$ cat config.mk
export PLATFORM = sky130hd
export DESIGN_NAME = rrct_ctrl
export DESIGN_NICKNAME = d
export VERILOG_FILES = /design/src/hw/rtl/rrct_pkg.sv /design/src/hw/rtl/rrct_ctrl.sv
export VERILOG_INCLUDE_DIRS = /design/src /design/src/hw/rtl
export SDC_FILE = /design/constraint.sdc
export NUM_CORES = 1
export LEC_CHECK = 0
export ABC_CLOCK_PERIOD_IN_PS = 1500
export BUFFER_PORTS_ARGS = -buffer_cell sky130_fd_sc_hd__buf_4
export CORE_AREA = 8 8 45 47
export DETAILED_ROUTE_END_ITERATION = 8
export DIE_AREA = 0 0 53 55
export GPL_TIMING_DRIVEN = 0
export PLACE_DENSITY_LB_ADDON = 0.05
export SETUP_SLACK_MARGIN = 0.1
export SKIP_CTS_REPAIR_TIMING = 1
export SKIP_LAST_GASP = 1
export SLEW_MARGIN = 20
export SYNTH_ARGS = -nofsm -noshare
export SYNTH_HDL_FRONTEND = slang
export SYNTH_SLANG_ARGS = --single-unit
$ cat constraint.sdc
create_clock -name clk -period 1.5 [get_ports clk]
set_input_delay 0.3 -clock clk [delete_from_list [all_inputs] [get_ports clk]]
set_output_delay 0.3 -clock clk [all_outputs]
set_load 0.05 [all_outputs]
$ cat src/hw/rtl/read_request_cache_table_defines.svh
// Assertion macros for the read request cache table.
`ifndef READ_REQUEST_CACHE_TABLE_DEFINES_SVH
`define READ_REQUEST_CACHE_TABLE_DEFINES_SVH
`ifndef SYNTHESIS
`define RRCT_ASSERT_IMP(label, clk, rst_n, a, b) \
    label: assert property (@(posedge clk) disable iff (!rst_n) (a) |-> (b)) \
        else $error("assertion failed");
`define RRCT_ASSERT_NXT(label, clk, rst_n, a, b) \
    label: assert property (@(posedge clk) disable iff (!rst_n) (a) |=> (b)) \
        else $error("assertion failed");
`else
`define RRCT_ASSERT_IMP(label, clk, rst_n, a, b)
`define RRCT_ASSERT_NXT(label, clk, rst_n, a, b)
`endif
`endif

$ cat src/hw/rtl/rrct_pkg.sv
`timescale 1ns / 1ps
package rrct_pkg;
    localparam int SLOTS_DEF = 20;
    localparam int MAX_WORDS_DEF = 32;
    localparam int MAX_METERS_DEF = 8;
    localparam logic [3:0] METER_COUNT_RST = 4'd8;
    localparam logic [31:0] FRESH_WINDOW_RST = 32'd5000;

    localparam logic [1:0] CMD_LOOKUP = 2'd0;
    localparam logic [1:0] CMD_CLAIM = 2'd1;
    localparam logic [1:0] CMD_STAGE = 2'd2;
    localparam logic [1:0] CMD_COMPLETE = 2'd3;

    localparam logic [2:0] ST_OK = 3'd0;
    localparam logic [2:0] ST_INVALID = 3'd1;
    localparam logic [2:0] ST_NOT_READY = 3'd2;
    localparam logic [2:0] ST_NO_SPACE = 3'd3;
    localparam logic [2:0] ST_NONE_PENDING = 3'd4;
    localparam logic [2:0] ST_STALE = 3'd5;
    localparam logic [2:0] ST_ACCEPTED = 3'd6;

    localparam logic CFG_METER_COUNT = 1'b0;
    localparam logic CFG_FRESH_WINDOW = 1'b1;

    typedef struct packed {
        logic [1:0] command;
        logic [7:0] meter_id;
        logic [7:0] func_code;
        logic [15:0] address;
        logic [15:0] count;
        logic [31:0] now_ms;
        logic [4:0] slot;
        logic [31:0] generation;
        logic read_failed;
        logic [15:0] data_word;
        logic [5:0] word_index;
    } item_t;

    typedef struct packed {
        logic [2:0] status;
        logic [4:0] slot_out;
        logic [31:0] generation_out;
        logic [7:0] meter_out;
        logic [7:0] function_out;
        logic [15:0] address_out;
        logic [6:0] count_out;
        logic [15:0] word_out;
        logic last;
    } result_t;

    // Commands from the controller to the datapath.
    typedef struct packed {
        logic load;
        logic scan_clear;
        logic scan_step;
        logic apply;
        logic copy_clear;
        logic copy_step;
        logic stream_clear;
        logic stream_step;
    } dp_cmd_t;

    // Status from the datapath to the controller.
    typedef struct packed {
        logic scan_done;
        logic copy_needed;
        logic copy_done;
        logic stream_needed;
        logic stream_done;
    } dp_stat_t;
endpackage

$ cat src/hw/rtl/rrct_ctrl.sv
`timescale 1ns / 1ps
`include "read_request_cache_table_defines.svh"
module rrct_ctrl (
    input  logic clk,
    input  logic rst_n,
    input  logic s_tvalid,
    output logic s_tready,
    input  logic res_ready,
    output logic res_valid,
    output rrct_pkg::dp_cmd_t cmd,
    input  rrct_pkg::dp_stat_t stat
);
    import rrct_pkg::*;

    typedef enum logic [2:0] {
        IDLE, SCAN, APPLY, COPY, RESP, STREAM
    } state_t;

    state_t state_reg;
    state_t state_next;

    assign s_tready = (state_reg == IDLE);
    assign res_valid = (state_reg == RESP) || (state_reg == STREAM);

    always_comb
    begin
        state_next = state_reg;
        cmd = '0;
        case (state_reg)
            IDLE:
            begin
                if (s_tvalid)
                begin
                    cmd.load = 1'b1;
                    cmd.scan_clear = 1'b1;
                    state_next = SCAN;
                end
            end
            SCAN:
            begin
                if (stat.scan_done)
                begin
                    state_next = APPLY;
                end
                else
                begin
                    cmd.scan_step = 1'b1;
                end
            end
            APPLY:
            begin
                cmd.apply = 1'b1;
                cmd.copy_clear = 1'b1;
                cmd.stream_clear = 1'b1;
                if (stat.copy_needed)
                begin
                    state_next = COPY;
                end
                else if (stat.stream_needed)
                begin
                    state_next = STREAM;
                end
                else
                begin
                    state_next = RESP;
                end
            end
            COPY:
            begin
                cmd.copy_step = 1'b1;
                if (stat.copy_done)
                begin
                    state_next = RESP;
                end
            end
            RESP:
            begin
                if (res_ready)
                begin
                    state_next = IDLE;
                end
            end
            STREAM:
            begin
                if (res_ready)
                begin
                    cmd.stream_step = 1'b1;
                    if (stat.stream_done)
                    begin
                        state_next = IDLE;
                    end
                end
            end
            default:
            begin
                state_next = IDLE;
            end
        endcase
    end

    always_ff @(posedge clk or negedge rst_n)
    begin
        if (!rst_n)
        begin
            state_reg <= IDLE;
        end
        else
        begin
            state_reg <= state_next;
        end
    end

    `RRCT_ASSERT_IMP(a_ready_idle, clk, rst_n, s_tready, !res_valid)
    `RRCT_ASSERT_NXT(a_accept_scan, clk, rst_n, s_tvalid && s_tready, state_reg == SCAN)
    `RRCT_ASSERT_IMP(a_one_copy, clk, rst_n, cmd.copy_step, !cmd.stream_step)
endmodule

==> run metrics, run 1 <==
pre-CTS setup slack=0.00678 ns; largest net degree at the start of global routing=11; DRT Wirelength=1100 um; setup ws final=-0.117 ns; number of global-route vias before repair=360; GRT met2 Usage=12.3%; Finished Cell Area=727 um^2; maximum VDD drop=0.774 mV; Synth Cell Area=322 um^2; Worst Path Max Fanout=8; fin. max-slew vios=0; H-Tree Level Count=1; Final Non-Filler Cells=87; Final Hold Violating Endpoints=0; CTS Buffer Depth=2; Worst-Skew Late Latency=0.23 ns; max_cap viols=0; Post-Place Cells=70; actual slew at the worst max-slew pin=0.256 ns; grt peak-use layer=met2; Reg power frac=8.1%; WP data arrival=1.32 ns; drc violations=0; Die Span X=53 um; Inserted Clock Buffers=3; wire length of the first global-routing pass=1520 um; Crit path required time=1.20 ns; switching power=771 uW; initial core utilization=23.2%; RSZ-0062 raised after global routing=true; R2R depth=5; Seq cells post-synth=3; HP Class=input port to async pin; critical path class=flop to primary output; Synth Net Count=45; total grt overflow=0; Row Count=14; Final Skew=0.00305 ns; Synth top area share=23.3%; synth unique cells=22; DRT iter0 DRCs=5; Tmin final=1.62 ns; P_leak=0.000342 uW; CTS Sinks=3; hold slack final=0.387 ns; final RePlAce weighted congestion=0.824; max_slew headroom=82.9%; Root Driver=clkbuf_4; met3 usage=3.21%; DR WL/cell=12.6 um; fin crit share=108%; post-DR vias/cell=4.38; part of the power in combinational logic=83.2%; Worst setup EP type=primary output; status=finished, violations left; failing checks=setup timing; DP Wirelength=727 um; sequential share of the synthesized area=23.3%; core area=1380 um^2; largest area contributor in the netlist=dfrtp_1; ANT cells=0; die height=55 um; first drt pass iteration count=4; Largest register FFs=3; met1 usage=7.03%; vias post-DR=381; # nets final=81; P per Cell Area=2240 nW/um^2; initial antenna violation count=0; Post-DRT Antenna Nets=0; Placed Area=515 um^2; I/O pin count=19; Synth Instances=36; Die ar.=2920 um^2; CTS tree=done; Net Sw Frac=47.4%; Clk pwr share=8.7%; layout cells sized above 1=76.1%; f_max=619 MHz; clock slew at reported path FFs=0.04 ns; Startpoint Class=flop; Finish-stage setup viols=8; Int Pwr=857 uW; IO buf count=18; Syn Area/Cell=8.93 um^2; synthesis-to-layout area growth=126%; ranking of synthesized cells by area=dfrtp_1 (23%), buf_6 (11%), a2111oi_4 (8.6%); gr usage total=7.45%; Syn. warnings=0
-- cell usage in the layout (no fill, tap or decap) --
cell type and count:
dlygate4sd3_1 1, nand2_2 1, inv_1 1, nor2b_4 1, a211o_1 1, and3_4 1, nor2_4 2, inv_2 1
o21ai_1 4, clkbuf_4 3, nor2b_2 1, a21oi_2 1, a21boi_2 1, dfrtp_1 3, nor4_4 1, nand2b_4 2
a2111oi_4 1, and2_4 1, nor3_4 1, nand2_1 1, buf_8 7, buf_6 7, clkbuf_1 1, a21oi_1 1
nor2_1 3, a31oi_1 1, buf_4 22
-- stage by stage --
stage / TNS [ns] / power [uW] / utilization [%]
2_1_floorplan: -1.33 / 912 / -
3_3_place_gp: 0 / 1120 / 37.3
3_5_place_dp: 0 / 1120 / 37.3
4_1_cts: -1.18 / 1270 / 39.2
5_1_grt: -1.03 / 1720 / 52.5
6_report: -0.524 / 1630 / 52.5
-- cell type report --
cell class / count / area, um^2
fill: 133 / 657
timing repair buffer: 31 / 288
clock buffer: 4 / 26.3
multi-input combinational: 25 / 239
buffer: 6 / 71.3
tap: 16 / 20.0
sequential: 3 / 75.1
inverter: 2 / 7.51
-- cells in the mapped netlist --
cell and instances:
buf_4 3, nand2b_4 1, inv_2 1, o21ai_1 4, nor2_1 5, nor2b_2 2, buf_6 3, a21oi_2 1
and2_1 1, nor3_2 1, inv_1 1, nor4_1 1, nand2b_1 1, and3_1 1, nand2_2 1, dfrtp_1 3
a2111oi_4 1, a21boi_2 1, a211o_1 1, a21oi_1 1, nand2_1 1, a31oi_1 1
-- metal layers --
metal  wire length, um  vias to the layer above
met5                 0                        -
met1               339                      183
met4                 0                        0
met3                71                        0
met2               684                        8
li1                  -                      190
-- worst paths after layout --
kind                               from           end  slack, ns
setup / recovery           state_reg[2]        cmd[3]      -0.12
hold / removal                    rst_n  state_reg[0]       0.39
setup reg to reg           state_reg[1]  state_reg[0]       0.22
hold reg to reg            state_reg[2]  state_reg[1]       0.57
max in group asynchronous         rst_n  state_reg[2]       1.01
min in group clk                stat[0]  state_reg[2]       0.39
-- worst max-delay path, cell delays in order, from the launching register on --
cell	delay, ns
dfrtp_1	0.36
buf_6	0.14
nand2b_4	0.16
nor2_4	0.15
buf_4	0.13
buf_6	0.14
-- power by group through the flow --
| stage | registers (uW) | logic [uW] | clock network [uW] |
|---|---|---|---|
| 6_report | 132 | 1350 | 142 |
| 5_1_grt | 134 | 1430 | 156 |
| 3_5_place_dp | 130 | 991 | 0 |
| 4_1_cts | 129 | 999 | 145 |
| 3_3_place_gp | 130 | 990 | 0 |
| 2_1_floorplan | 129 | 783 | 0 |
-- cell families after synthesis --
kind of cell | count (synthesis) | synth area share (%)
compound gates | 10 | 27.2
simple gates | 15 | 29.6
flops | 3 | 23.3
buf+inv | 8 | 19.8
(Power assumes the default switching activity.)
==> inputs of run 2 (changes only) <==
--- a/config.mk
+++ b/config.mk
@@ -6,7 +6,7 @@
 export SDC_FILE = /design/constraint.sdc
 export NUM_CORES = 1
 export LEC_CHECK = 0
-export ABC_CLOCK_PERIOD_IN_PS = 1500
+export ABC_CLOCK_PERIOD_IN_PS = 1800
 export BUFFER_PORTS_ARGS = -buffer_cell sky130_fd_sc_hd__buf_4
 export CORE_AREA = 8 8 45 47
 export DETAILED_ROUTE_END_ITERATION = 8
==> constraint.sdc (replaced) <==
create_clock -name clk -period 1.8 [get_ports clk]
set_input_delay 0.36 -clock clk [delete_from_list [all_inputs] [get_ports clk]]
set_output_delay 0.36 -clock clk [all_outputs]
set_load 0.05 [all_outputs]
==> run 2 against run 1 <==
The flow now finishes without violations. Clock skew shrank 0.0020 ns. Worst hold slack improved by 0.046 ns. Global-route usage is 0.93 points lower. Critical path depth stayed put. Register-to-register slack better by 0.46 ns. Cell count is 11% lower. Critical path type unchanged. Highest routed layer is now met4.
==> run metrics, run 2 (synthesis gave the netlist of run 1 again) <==
status=finished, final reports clean; # nets final=71 (-12%); CTS Buffer Depth=2 (unchanged); Reg power frac=9.9% (+1.8 points); R2R depth=5 (unchanged); core area=1380 um^2 (unchanged); f_max=600 MHz; met3 usage=3.21% (unchanged); IO buf count=18 (unchanged); DP Wirelength=685 um (-5.8%); P per Cell Area=1850 nW/um^2 (-17%); reg2reg start=state_reg[2]; setup ws final=0.134 ns (+0.250 ns); GRT met2 Usage=9.96% (-2.3 points); number of global-route vias before repair=355 (-1.4%); gr usage total=6.52% (-0.93 points); Root Driver=clkbuf_4; Worst-Skew Late Latency=0.23 ns (about the same); DRT Wirelength=858 um (-22%); max_cap viols=0 (unchanged); part of the power in combinational logic=79.5% (-3.7 points); Buf/Inv on CP=3 (unchanged); Inserted Clock Buffers=3 (unchanged); met1 usage=6.27% (-0.76 points); Largest register FFs=3 (unchanged); largest net degree at the start of global routing=11 (unchanged); Final Skew=0.00107 ns (-0.00199 ns); fin. max-slew vios=0 (unchanged); Post-DRT Antenna Nets=0 (unchanged); DR WL/cell=11.1 um (-11%); Row Count=14 (unchanged); final RePlAce weighted congestion=0.804 (-2.5%); Finish-stage setup viols=0 (-8); post-DR vias/cell=4.26 (-2.7%); synthesis-to-layout area growth=83.7%; crit-path leading delay family=buffers and inverters; ANT cells=0 (unchanged); critical path class=flop to primary output; switching power=563 uW (-27%); Clk pwr share=10.7% (+2.0 points); hold_sp=stat[0]; first drt pass iteration count=2 (-2); drc violations=0 (unchanged); Tmin final=1.67 ns; most common cell after layout, fill and taps aside=buf_4; Reg2Reg Setup Slack=0.68 ns (+0.46 ns); commonest non-fill, non-tap cells in the layout=buf_4 (19), buf_6 (4), nor2_1 (4), o21ai_1 (4); critical path, cell by cell=buf_6, nor3_4, and2_4, buf_8, buf_8; CTS tree=done; clock slew at reported path FFs=0.04 ns (about the same); fin crit share=92.6%; Final Hold Violating Endpoints=0 (unchanged); Total Neg Setup Slack=0 ns (+0.524 ns); Hold Path Sink=state_reg[2]; crit-path most repeated cell=buf_8; Die Span X=53 um (unchanged); die height=55 um (unchanged); Crit path required time=1.44 ns (+0.24 ns); CP peak stage delay=0.36 ns (about the same); Net Sw Frac=51.4% (+4.0 points); Worst setup EP type=primary output; WP data arrival=1.31 ns (about the same); HP Class=input port to flop; grt peak-use layer=met2; worst hold stages=4; reg2reg end=state_reg[0]; Critical Path Source=state_reg[1]; pre-CTS setup slack=0.300 ns (+0.293 ns); Startpoint Class=flop; Die ar.=2920 um^2 (unchanged); wire length of the first global-routing pass=1390 um (-8.6%); P_leak=0.000282 uW (-17%); initial core utilization=23.2% (unchanged); CP max stage cell=dfrtp_1; max_slew headroom=84.7% (+1.8 points); Int Pwr=533 uW (-38%); total grt overflow=0 (unchanged); Worst Path Max Fanout=10 (+2); vias post-DR=328 (-14%); Final Util=42.7% (-9.9 points); maximum VDD drop=0.551 mV (-29%); CTS Sinks=3 (unchanged); actual slew at the worst max-slew pin=0.229 ns (-0.0275 ns); initial antenna violation count=0 (unchanged); H-Tree Level Count=1 (unchanged); Power Total=1100 uW (-33%); RSZ-0062 raised after global routing=true; I/O pin count=19 (unchanged); DRT iter0 DRCs=3 (-2); layout cells sized above 1=70.5% (-5.6 points)
run 2: cell count changes in the layout (fill, tap and decap cells not counted), sizes merged:
cell and delta:
buf -10
run 2: power groups by stage:
stage	combinational, uW	clock, uW	sequential (uW)
2_1_floorplan	638	0	107
3_3_place_gp	811	0	108
3_5_place_dp	809	0	109
4_1_cts	810	124	108
5_1_grt	928	131	110
6_report	870	117	108
run 2: worst max path at each step:
stage	cells past startpoint	slack (ns)	to
after floorplan	4	-0.09	cmd[7]
after global placement	5	0.31	cmd[3]
after detailed placement	5	0.30	cmd[3]
after CTS	5	0.04	cmd[3]
after global routing	5	0.06	cmd[7]
final	5	0.13	cmd[7]
run 2: final cells by class:
type | instances | area, um^2
fill | 142 | 793
multi-input combinational | 25 | 219
sequential | 3 | 75.1
inverter | 2 | 7.51
clock buffer | 4 | 26.3
timing repair buffer | 21 | 179
tap | 16 | 20.0
buffer | 6 | 63.8
run 2: worst min-delay path: stages:
cell and delay [ns]:
buf_4 0.08, o21ai_1 0.04, nand2_1 0.08, o21ai_1 0.06
run 2: metal layers:
metal | wire (um) | part of all wire, %
met1 | 373 | 43
met2 | 409 | 48
met3 | 56 | 6.5
met4 | 19 | 2.2
met5 | 0 | 0
run 2: stage by stage:
| stage | std cells | instance area, um^2 | hold WS [ns] |
|---|---|---|---|
| final | 77 | 591 | 0.433 |
| after global routing | 77 | 591 | 0.454 |
| after global placement | 70 | 508 | 0.148 |
| after detailed placement | 70 | 508 | 0.152 |
| after CTS | 74 | 534 | -0.0990 |
| after floorplan | 36 | 353 | 0.0644 |
